$ cat config.mk
export PLATFORM = sky130hd
export DESIGN_NAME = circle_rect_overlap_test_unit
export DESIGN_NICKNAME = d
export VERILOG_FILES = /design/src/rtl/core/crot_pkg.sv /design/src/rtl/core/crot_geom.sv /design/src/rtl/core/crot_dist.sv /design/src/rtl/core/circle_rect_overlap_test_unit.sv
export SDC_FILE = /design/constraint.sdc
export NUM_CORES = 2
export LEC_CHECK = 0
export BUFFER_PORTS_ARGS = -buffer_cell sky130_fd_sc_hd__clkbuf_2
export CELL_PAD_IN_SITES_DETAIL_PLACEMENT = 1
export CELL_PAD_IN_SITES_GLOBAL_PLACEMENT = 1
export CORE_MARGIN = 1
export CORE_UTILIZATION = 45
export DETAILED_ROUTE_END_ITERATION = 7
export PLACE_DENSITY = 0.85
export SYNTH_ARGS = -nofsm -noshare
export SYNTH_HDL_FRONTEND = slang
export SYNTH_SLANG_ARGS = --single-unit
export TNS_END_PERCENT = 30
$ cat constraint.sdc
create_clock -name clk -period 29.9 [get_ports clk]
set_clock_uncertainty 0.1 [all_clocks]
set_input_delay 5.98 -clock clk [delete_from_list [all_inputs] [get_ports clk]]
set_output_delay 5.98 -clock clk [all_outputs]
set_load 0.01 [all_outputs]
$ cat src/rtl/core/crot_pkg.sv
// Shared types and constants for the circle / rectangle overlap test.
package crot_pkg;

    // Shape pairing carried by each item
    typedef enum logic [1:0] {
        MODE_CC = 2'd0,  // circle against circle
        MODE_RR = 2'd1,  // rectangle against rectangle
        MODE_CR = 2'd2,  // first circle, second rectangle
        MODE_RC = 2'd3   // first rectangle, second circle
    } mode_t;

    // Guard bits added above the coordinate width for doubled centres,
    // edges and edges grown by a radius
    localparam int EXT_GUARD_BITS = 4;

    // Decision from the geometry stage to the distance stage
    typedef struct packed {
        logic use_dist;  // decide by squared distance against squared radius
        logic flag_hit;  // decision when no distance test is needed
    } ctl_t;

endpackage

$ cat src/rtl/core/crot_geom.sv
// Edge math: picks the circle and rectangle roles, derives edges, band tests
// and the rectangle result, and selects the deltas and radius for the
// squared distance test.
module crot_geom #(
    parameter int COORD_BITS = 16
) (
    input  logic [1:0]                                     mode,
    input  logic signed [COORD_BITS-1:0]                   first_pos_x,
    input  logic signed [COORD_BITS-1:0]                   first_pos_y,
    input  logic [COORD_BITS-2:0]                          first_size_x,
    input  logic [COORD_BITS-2:0]                          first_size_y,
    input  logic signed [COORD_BITS-1:0]                   second_pos_x,
    input  logic signed [COORD_BITS-1:0]                   second_pos_y,
    input  logic [COORD_BITS-2:0]                          second_size_x,
    input  logic [COORD_BITS-2:0]                          second_size_y,
    output crot_pkg::ctl_t                                 ctl,
    output logic signed [COORD_BITS+crot_pkg::EXT_GUARD_BITS-1:0] dist_x,
    output logic signed [COORD_BITS+crot_pkg::EXT_GUARD_BITS-1:0] dist_y,
    output logic [COORD_BITS-1:0]                          radius
);

    localparam int EW = COORD_BITS + crot_pkg::EXT_GUARD_BITS;
    localparam int PAD_POS = EW - COORD_BITS - 1;
    localparam int PAD_SIZE = EW - COORD_BITS + 1;

    logic signed [EW-1:0] ax, ay, ahx, ahy;
    logic signed [EW-1:0] bx, by, bhx, bhy;
    logic signed [EW-1:0] cx, cy, rad;
    logic signed [EW-1:0] rx, ry, rhx, rhy;
    logic signed [EW-1:0] left, right, top, bottom;
    logic signed [EW-1:0] edge_x, edge_y;
    logic                 in_x, in_y, band_hit, rr_hit;
    logic                 circ_second;
    crot_pkg::mode_t      m;

    // Doubled centres (one more fraction bit); half sizes are the sizes
    assign ax  = {{PAD_POS{first_pos_x[COORD_BITS-1]}}, first_pos_x, 1'b0};
    assign ay  = {{PAD_POS{first_pos_y[COORD_BITS-1]}}, first_pos_y, 1'b0};
    assign bx  = {{PAD_POS{second_pos_x[COORD_BITS-1]}}, second_pos_x, 1'b0};
    assign by  = {{PAD_POS{second_pos_y[COORD_BITS-1]}}, second_pos_y, 1'b0};
    assign ahx = {{PAD_SIZE{1'b0}}, first_size_x};
    assign ahy = {{PAD_SIZE{1'b0}}, first_size_y};
    assign bhx = {{PAD_SIZE{1'b0}}, second_size_x};
    assign bhy = {{PAD_SIZE{1'b0}}, second_size_y};

    assign m = crot_pkg::mode_t'(mode);
    assign circ_second = (m == crot_pkg::MODE_RC);

    // Role selection for the mixed modes
    assign cx  = circ_second ? bx  : ax;
    assign cy  = circ_second ? by  : ay;
    assign rad = circ_second ? bhx : ahx;
    assign rx  = circ_second ? ax  : bx;
    assign ry  = circ_second ? ay  : by;
    assign rhx = circ_second ? ahx : bhx;
    assign rhy = circ_second ? ahy : bhy;

    // Rectangle edges
    assign left   = rx - rhx;
    assign right  = rx + rhx;
    assign top    = ry - rhy;
    assign bottom = ry + rhy;

    // Centre in a band (edges included), and inside the grown rectangle
    assign in_x = (left <= cx) && (cx <= right);
    assign in_y = (top <= cy) && (cy <= bottom);
    assign band_hit = ((left - rad) < cx) && (cx < (right + rad)) &&
                      ((top - rad) < cy) && (cy < (bottom + rad));

    // Outside both bands the nearest corner decides
    assign edge_x = (cx < left) ? left : right;
    assign edge_y = (cy < top) ? top : bottom;

    // Rectangle against rectangle, all strict
    assign rr_hit = ((ax - ahx) < (bx + bhx)) && ((ay - ahy) < (by + bhy)) &&
                    ((bx - bhx) < (ax + ahx)) && ((by - bhy) < (ay + ahy));

    // Mode decode
    always_comb
    begin
        ctl.use_dist = 1'b0;
        ctl.flag_hit = 1'b0;
        dist_x = cx - edge_x;
        dist_y = cy - edge_y;
        radius = rad[COORD_BITS-1:0];
        unique case (m)
            crot_pkg::MODE_CC:
            begin
                ctl.use_dist = 1'b1;
                dist_x = ax - bx;
                dist_y = ay - by;
                radius = {1'b0, first_size_x} + {1'b0, second_size_x};
            end
            crot_pkg::MODE_RR:
            begin
                ctl.flag_hit = rr_hit;
            end
            default:
            begin
                ctl.use_dist = !(in_x || in_y);
                ctl.flag_hit = band_hit;
            end
        endcase
    end

endmodule

$ cat src/rtl/core/crot_dist.sv
// Squared distance test: dx^2 + dy^2 < r^2, or the geometry flag when no
// distance test applies.
module crot_dist #(
    parameter int COORD_BITS = 16
) (
    input  crot_pkg::ctl_t                                 ctl,
    input  logic signed [COORD_BITS+crot_pkg::EXT_GUARD_BITS-1:0] dist_x,
    input  logic signed [COORD_BITS+crot_pkg::EXT_GUARD_BITS-1:0] dist_y,
    input  logic [COORD_BITS-1:0]                          radius,
    output logic                                           hit
);

    localparam int EW = COORD_BITS + crot_pkg::EXT_GUARD_BITS;
    localparam int SW = 2 * EW - 1;
    localparam int PAD_R = SW - 2 * COORD_BITS;

    logic signed [EW-1:0]       neg_x, neg_y;
    logic [EW-2:0]              mag_x, mag_y;
    logic [2*EW-3:0]            sq_x, sq_y;
    logic [2*COORD_BITS-1:0]    sq_r;
    logic [SW-1:0]              dist_sq;

    // Magnitudes; deltas never reach the most negative code
    assign neg_x = -dist_x;
    assign neg_y = -dist_y;
    assign mag_x = dist_x[EW-1] ? neg_x[EW-2:0] : dist_x[EW-2:0];
    assign mag_y = dist_y[EW-1] ? neg_y[EW-2:0] : dist_y[EW-2:0];

    // Squares and compare
    assign sq_x = mag_x * mag_x;
    assign sq_y = mag_y * mag_y;
    assign sq_r = radius * radius;
    assign dist_sq = {1'b0, sq_x} + {1'b0, sq_y};

    assign hit = ctl.use_dist ? (dist_sq < {{PAD_R{1'b0}}, sq_r}) : ctl.flag_hit;

endmodule

$ cat src/rtl/core/circle_rect_overlap_test_unit.sv
// Circle / rectangle overlap test.
// Input channel: item_valid / item_stall with mode and the two shapes
// (signed centres, unsigned sizes). An item is taken at a clock edge where
// item_valid is high and item_stall is low.
// Output channel: result_valid / result_stall with the hit flag; a result is
// taken where result_valid is high and result_stall is low.
// Each item passes an input register, one stage of edge math, squaring and
// compare, and a result register, which drives result_valid. Throughput is
// one item per cycle while the result register is not held by result_stall,
// set by the single registered pass with one squarer per axis and one for the
// radius.
// When result_stall holds the result register, one more item waits in the
// input register; item_stall rises only when both are full.
// Reset (rst_n low, asynchronous) empties both registers; result_valid and
// item_stall go low.
// COORD_BITS sets the centre width; sizes are COORD_BITS-1 bits.
module circle_rect_overlap_test_unit #(
    parameter int COORD_BITS = 16
) (
    input  logic                          clk,
    input  logic                          rst_n,
    input  logic                          item_valid,
    output logic                          item_stall,
    input  logic [1:0]                    mode,
    input  logic signed [COORD_BITS-1:0]  first_pos_x,
    input  logic signed [COORD_BITS-1:0]  first_pos_y,
    input  logic [COORD_BITS-2:0]         first_size_x,
    input  logic [COORD_BITS-2:0]         first_size_y,
    input  logic signed [COORD_BITS-1:0]  second_pos_x,
    input  logic signed [COORD_BITS-1:0]  second_pos_y,
    input  logic [COORD_BITS-2:0]         second_size_x,
    input  logic [COORD_BITS-2:0]         second_size_y,
    output logic                          result_valid,
    input  logic                          result_stall,
    output logic                          hit
);

    localparam int EW = COORD_BITS + crot_pkg::EXT_GUARD_BITS;

    logic                          in_valid_reg, in_valid_next;
    logic [1:0]                    mode_reg;
    logic signed [COORD_BITS-1:0]  apx_reg, apy_reg, bpx_reg, bpy_reg;
    logic [COORD_BITS-2:0]         asx_reg, asy_reg, bsx_reg, bsy_reg;
    logic                          out_valid_reg, out_valid_next;
    logic                          hit_reg;
    logic                          out_free, load_in, stage_hit;
    crot_pkg::ctl_t                ctl;
    logic signed [EW-1:0]          dist_x, dist_y;
    logic [COORD_BITS-1:0]         radius;

    // Handshake control
    assign out_free   = !out_valid_reg || !result_stall;
    assign item_stall = in_valid_reg && !out_free;
    assign load_in    = item_valid && !item_stall;

    always_comb
    begin
        in_valid_next = in_valid_reg;
        if (!in_valid_reg || out_free)
        begin
            in_valid_next = item_valid;
        end
        out_valid_next = out_valid_reg;
        if (out_free)
        begin
            out_valid_next = in_valid_reg;
        end
    end

    always_ff @(posedge clk or negedge rst_n)
    begin
        if (!rst_n)
        begin
            in_valid_reg  <= 1'b0;
            out_valid_reg <= 1'b0;
        end
        else
        begin
            in_valid_reg  <= in_valid_next;
            out_valid_reg <= out_valid_next;
        end
    end

    // Input register
    always_ff @(posedge clk)
    begin
        if (load_in)
        begin
            mode_reg <= mode;
            apx_reg  <= first_pos_x;
            apy_reg  <= first_pos_y;
            asx_reg  <= first_size_x;
            asy_reg  <= first_size_y;
            bpx_reg  <= second_pos_x;
            bpy_reg  <= second_pos_y;
            bsx_reg  <= second_size_x;
            bsy_reg  <= second_size_y;
        end
    end

    // Geometry and distance test
    crot_geom #(
        .COORD_BITS (COORD_BITS)
    ) u_geom (
        .mode          (mode_reg),
        .first_pos_x   (apx_reg),
        .first_pos_y   (apy_reg),
        .first_size_x  (asx_reg),
        .first_size_y  (asy_reg),
        .second_pos_x  (bpx_reg),
        .second_pos_y  (bpy_reg),
        .second_size_x (bsx_reg),
        .second_size_y (bsy_reg),
        .ctl           (ctl),
        .dist_x        (dist_x),
        .dist_y        (dist_y),
        .radius        (radius)
    );

    crot_dist #(
        .COORD_BITS (COORD_BITS)
    ) u_dist (
        .ctl    (ctl),
        .dist_x (dist_x),
        .dist_y (dist_y),
        .radius (radius),
        .hit    (stage_hit)
    );

    // Result register
    always_ff @(posedge clk)
    begin
        if (out_free && in_valid_reg)
        begin
            hit_reg <= stage_hit;
        end
    end

    assign result_valid = out_valid_reg;
    assign hit          = hit_reg;

endmodule
# == After elaboration in Yosys (flattened, before gate mapping) ==
# Index checks and enable logic that the tools add are counted.
# op_classes
n_addsub,24
n_mul,3
order_cmp,15
eq_ne,2
muxes,17
reduce_logical,21
# ops
cell,count
< comparator 20 bit,10
two-way mux 20 bit,8
subtractor 20 bit,6
adder 20 bit,4
less-or-equal comparator 20 bit,4
multiplier 19 x 19 -> 38 bit,2
adder 17 x 16 -> 18 bit,4
subtractor 17 x 16 -> 18 bit,4
two-way mux 15 bit,3
adder 38 x 38 -> 39 bit,1
< comparator 39 x 32 -> 1 bit,1
two-way mux 19 bit,2
negation 19 bit,2
subtractor 17 x 17 -> 18 bit,2
multiplier 16 x 16 -> 32 bit,1
adder 15 x 15 -> 16 bit,1
two-way mux 16 bit,1
logical AND 1 bit,11
logical NOT 1 bit,6
case mux 1 bit (2 select lines),2
logical OR 1 bit,3
"== test 2 x 1 -> 1 bit, second input constant",1
"== test 2 bit, second input constant",1
logical NOT 2 bit,1
two-way mux 1 bit,1
# totals
register_bits,129
inputBits,130
output_inout_bits,3
wordCells,94

# == Depth between registers and ports, before layout ==
# depth
word_depth,13
ltp_mapped,86
mapped_depth_nobuf,76

# == By module ==
# A second synthesis with hierarchy kept.
# hier_totals
cells_unflattened,6448
area_unflattened_um2,54023.1
# modules_own_cells
mod,instances,cells_per_inst,area_per_inst_um2,seq_area_each_um2
crot_dist,1,3236,28975.3,0.0
crot_geom,1,3077,21141.5,0.0
circle_rect_overlap_test_unit,1,135,3906.2,3863.7

# == Worst setup path after synthesis ==
# Ideal clock, no wire load.
# synth_path
path_kind,register to register
start,reg mode_reg[1]
end,"reg hit_reg, in the netlist hit, data pin"
setup_time_ns,0.169
arrival_ns,18.150
slack_ns,11.481
path_stages_with_launch,81
period_less_slack_ns,18.419
cell_sequence,edfxtp_1 -> buf_4 -> nand2_2 -> buf_6 -> buf_1 -> clkbuf_1 -> clkbuf_1 -> clkbuf_1 -> mux2i_1 -> inv_1 -> ha_1 -> nor2b_1 -> o21a_1 -> o21ai_1 -> a21oi_1 -> o21ai_1 -> a21oi_1 -> o31a_1 -> [... 45 more ...] -> o21a_1 -> o21a_1 -> o21ai_0 -> nand2b_1 -> a21oi_1 -> xnor2_1 -> ha_1 -> a21o_1 -> a21o_1 -> a21oi_1 -> nor2b_1 -> o21ai_0 -> nand2b_1 -> a211oi_1 -> o221ai_1 -> a211oi_1 -> o2111ai_1 -> o31ai_1
# synth_via
elab_chain_len,13
# synth_lines
element,line,text
start: declaration,circle_rect_overlap_test_unit.sv:41,logic [1:0] mode_reg;
start signal: assignment,circle_rect_overlap_test_unit.sv:89,mode_reg <= mode;
== test 2 bit,crot_geom.sv:47,assign circ_second = (m == crot_pkg::MODE_RC);
"two-way mux 15 bit, or another cell as far along",crot_geom.sv:55,assign rhx = circ_second ? ahx : bhx;
subtractor 20 bit (on tied branches),"crot_geom.sv:59, crot_geom.sv:61",
< comparator 20 bit (on tied branches),"crot_geom.sv:71, crot_geom.sv:72",
two-way mux 20 bit (on tied branches),"crot_geom.sv:71, crot_geom.sv:72",
subtractor 20 bit (on tied branches),"crot_geom.sv:83, crot_geom.sv:84",
two-way mux 20 bit,crot_geom.sv:86,unique case (m)
negation 19 bit (on tied branches),"crot_dist.sv:24, crot_dist.sv:25",
two-way mux 19 bit (on tied branches),"crot_dist.sv:26, crot_dist.sv:27",
multiplier 19 x 19 -> 38 bit (on tied branches),"crot_dist.sv:30, crot_dist.sv:31",
adder 38 x 38 -> 39 bit,crot_dist.sv:33,"assign dist_sq = {1'b0, sq_x} + {1'b0, sq_y};"
< comparator 39 x 32 -> 1 bit,crot_dist.sv:35,"assign hit = ctl.use_dist ? (dist_sq < {{PAD_R{1'b0}}, sq_r}) : ctl.flag_hit;"
two-way mux 1 bit *,crot_dist.sv:35,
via stage_hit,circle_rect_overlap_test_unit.sv:46,"logic out_free, load_in, stage_hit;"
end signal: assignment,circle_rect_overlap_test_unit.sv:135,hit_reg <= stage_hit;
end: declaration,circle_rect_overlap_test_unit.sv:45,logic hit_reg;
# Mark *: on every way through the listed nets, which the timed path passes. The rest lies on a longest branch.
# A chain may end at the register's enable or synchronous reset.

# == Worst setup path in the final report ==
# Same ends and word-level chain as after synthesis.

==> flow_metrics.tcl <==
set metrics [dict create \
    syn_inst 6451 \
    finalMaxSlewViolations 0 \
    cts_root_buffer "sky130_fd_sc_hd__clkbuf_16" \
    worst_hold_path.num_cells 1 \
    layout.nets 8259 \
    setup.worst_path.class "reg -> reg" \
    cp.arrival_ns 21.41 \
    post_cts.resized_instances 0 \
    floorplan.core_area_um2 120000 \
    worst_slew_margin_rel 0.0531 \
    buffer_ports.inserted 132 \
    hold_viol_final 0 \
    std_cell_rows 127 \
    cp-start-kind "flip-flop" \
    boundaryPins 133 \
    cap_violations 0 \
    worst-path-stages 64 \
    yosys_register_bits 129 \
    dr_total_vias 46800 \
    yosysTopAreaCell "sky130_fd_sc_hd__fa_1" \
    grt_start_max_net_pins 113 \
    yosys_warnings 0 \
    synth_enable_flop_cells 127 \
    cp.buffers_inverters 5 \
    synth_async_sr_flop_share 0.0155 \
    layout.filler_cells 14600 \
    cts.clk_slew.worst_paths_ns 0.09 \
    area_growth_pct 5.83 \
    synth_area_leaders "sky130_fd_sc_hd__fa_1 (28%), sky130_fd_sc_hd__ha_1 (20%), sky130_fd_sc_hd__inv_1 (8.6%), sky130_fd_sc_hd__edfxtp_1 (6.9%), sky130_fd_sc_hd__nor2_1 (4.4%)" \
    die_width_um 351 \
    route.final.wire_length_um 180000 \
    via_per_inst 5.75 \
    slowest_stage "sky130_fd_sc_hd__xor2_1" \
    clock_sink_count 129 \
    critical-path-top-delay-family "compound AO/OA/AOI/OAI gates" \
    min_path_type "reg -> reg" \
    grt_pass1_wl_um 284000 \
    fmax_mhz 47.2 \
    finalSetupViolations 0 \
    cts_buffers 17 \
    antenna_found_initial 4 \
    rsz0062_at_grt "false" \
    synth_cell_type_count 114 \
    final.setup.tns_ns 0 \
    postSynthAreaPerCell_um2 8.51 \
    slowest_delay_ns 1.11 \
    first_global_vias 52700 \
    hold_buffers 0 \
    mappedNetlistArea_um2 54900 \
    post_syn_nets 8202 \
    tritoncts_clock_tree "done" \
    post-route-period-util 0.709 \
    grt.total_usage 0.297 \
    start_util 0.456 \
    finalWeightedCongestion 0.962 \
    timing.critical_path.to_type "flip-flop" \
    detail_route.first_pass.iterations 6 \
    cts_htree_levels 4 \
    multi_input_comb_area_um2 45500 \
    path_max_fanout 112 \
    synth.yosys.seq_area_share 0.0704 \
    hpwl_um 156000 \
    drt_drc_violations_left 0 \
    synth.top_cell.area_share 0.277 \
    drive_gt1_frac 0.0649 \
    total_area_of_sequential_cells_um2 3860 \
    clockBufferDepth 2 \
    gr-total-overflow 0 \
    detailedRoute.firstIterationViolations 2654 \
    chip_height_um 351 \
    post-route-min-period_ns 21.19 \
    cts_setup_buffers 0 \
    floorplan.die_area_um2 123000 \
    worst_ep_required_time_ns 30.13 \
    crit_top_cell "sky130_fd_sc_hd__fa_1" \
    status "complete, no violations" \
    antenna_violating_nets_post_route 0 \
    route.detailed.wl_per_inst_um 22.2 \
    least_margin_pin_slew_ns 1.41 \
    clkLatencyLatePin_ns 0.47 \
    r2r.worst_path.cells 64 \
    dominant_synthesized_flop_cell "sky130_fd_sc_hd__edfxtp_1" \
]
final timing paths:
path,start,to,slack (ns)
max in group asynchronous,rst_n,in_valid_reg,24.41
worst min register to register,in_valid_reg,result_valid,0.37
min in group asynchronous,rst_n,result_valid,5.18
worst max-delay path,mode_reg[1],hit,8.71
worst max register to register,mode_reg[1],hit,8.71
worst min-delay path,in_valid_reg,result_valid,0.37
per-layer routing:
metal	track usage	part of all wire	wire length, um	vias to the layer above
li1	-	-	-	21200
met1	0.345	0.39	70300	23700
met2	0.531	0.50	90600	1391
met3	0.0268	0.045	8170	519
met4	0.174	0.063	11300	0
met5	0	0	0	-
worst register-to-register path: cells and delay by family, from the launching register on:
family,cells,cell delay [ns]
compound gates,30,9.16
fa+ha+maj,13,6.00
xor+xnor,5,2.18
simple gates,9,1.77
buf+inv,5,0.97
mux,2,0.51
flops,1,0.33
synth_stat cells, drive strengths merged (36+ instances only):
master / instances
a211oi: 36
a21boi: 45
a21o: 150
a21oi: 344
a31oi: 37
buf: 75
clkbuf: 94
edfxtp: 127
fa: 759
ha: 862
inv: 1279
mux2i: 54
nand2: 392
nand2b: 91
nand3: 77
nand4: 43
nor2: 653
nor2b: 44
nor3: 81
o21a: 71
o21ai: 269
o21bai: 64
or2: 68
xnor2: 233
xor2: 108
cells in the final DEF, fill, tap and decap left out, drive strengths merged, types with 13 or more instances in the layout:
cell type and instances:
a211o 17, o31ai 20, o31a 15, a21boi 45
nand2b 91, inv 1284, nor2 653, o211ai 18
nor2b 44, o41ai 13, xnor2 233, nor3 81
xor2 108, o21bai 64, and2 18, ha 862
nand4 43, o21a 71, a21o 150, buf 75
nand3 77, or3 22, a31o 13, a21oi 344
mux2i 54, a211oi 36, o21ai 269, nor3b 16
clkbuf 149, mux2 34, a31oi 37, nor4 17
and3 31, edfxtp 127, nand2 392, o2111ai 14
fa 759, or2 68
logic make-up after synthesis:
family                   after synthesis  synth area share
adder cells (fa/ha/maj)             1621             0.473
AND/OR/NAND/NOR                     1592             0.133
buffers and inverters               1456             0.102
AO/OA/AOI/OAI                       1223             0.147
XOR/XNOR                             342            0.0567
flip-flops                           129            0.0704
multiplexers                          88            0.0171
layout make-up:
| type | count | share of cell area |
|---|---|---|
| timing repair buffer | 207 | 0.0211 |
| multi-input combinational | 4866 | 0.784 |
| antenna | 2 | 0.0000862 |
| clock buffer | 17 | 0.00732 |
| clock inverter | 15 | 0.00314 |
| tap | 1612 | 0.0347 |
| sequential | 129 | 0.0665 |
| inverter | 1287 | 0.0832 |
stage by stage:
stage	hold slack (ns)	instances	setup WS, ns	util	area [um2]
floorplan	0.343	6451	11.48	-	54900
global placement	0.357	8101	9.68	0.477	57500
detailed placement	0.374	8101	9.04	0.477	57500
CTS	0.382	8133	8.95	0.482	58100
global route	0.409	8134	7.62	0.482	58100
finish	0.373	8135	8.71	0.482	58100
Power is not shown: default switching activity piles up to over one toggle a cycle in this logic, so the estimate is an artifact.
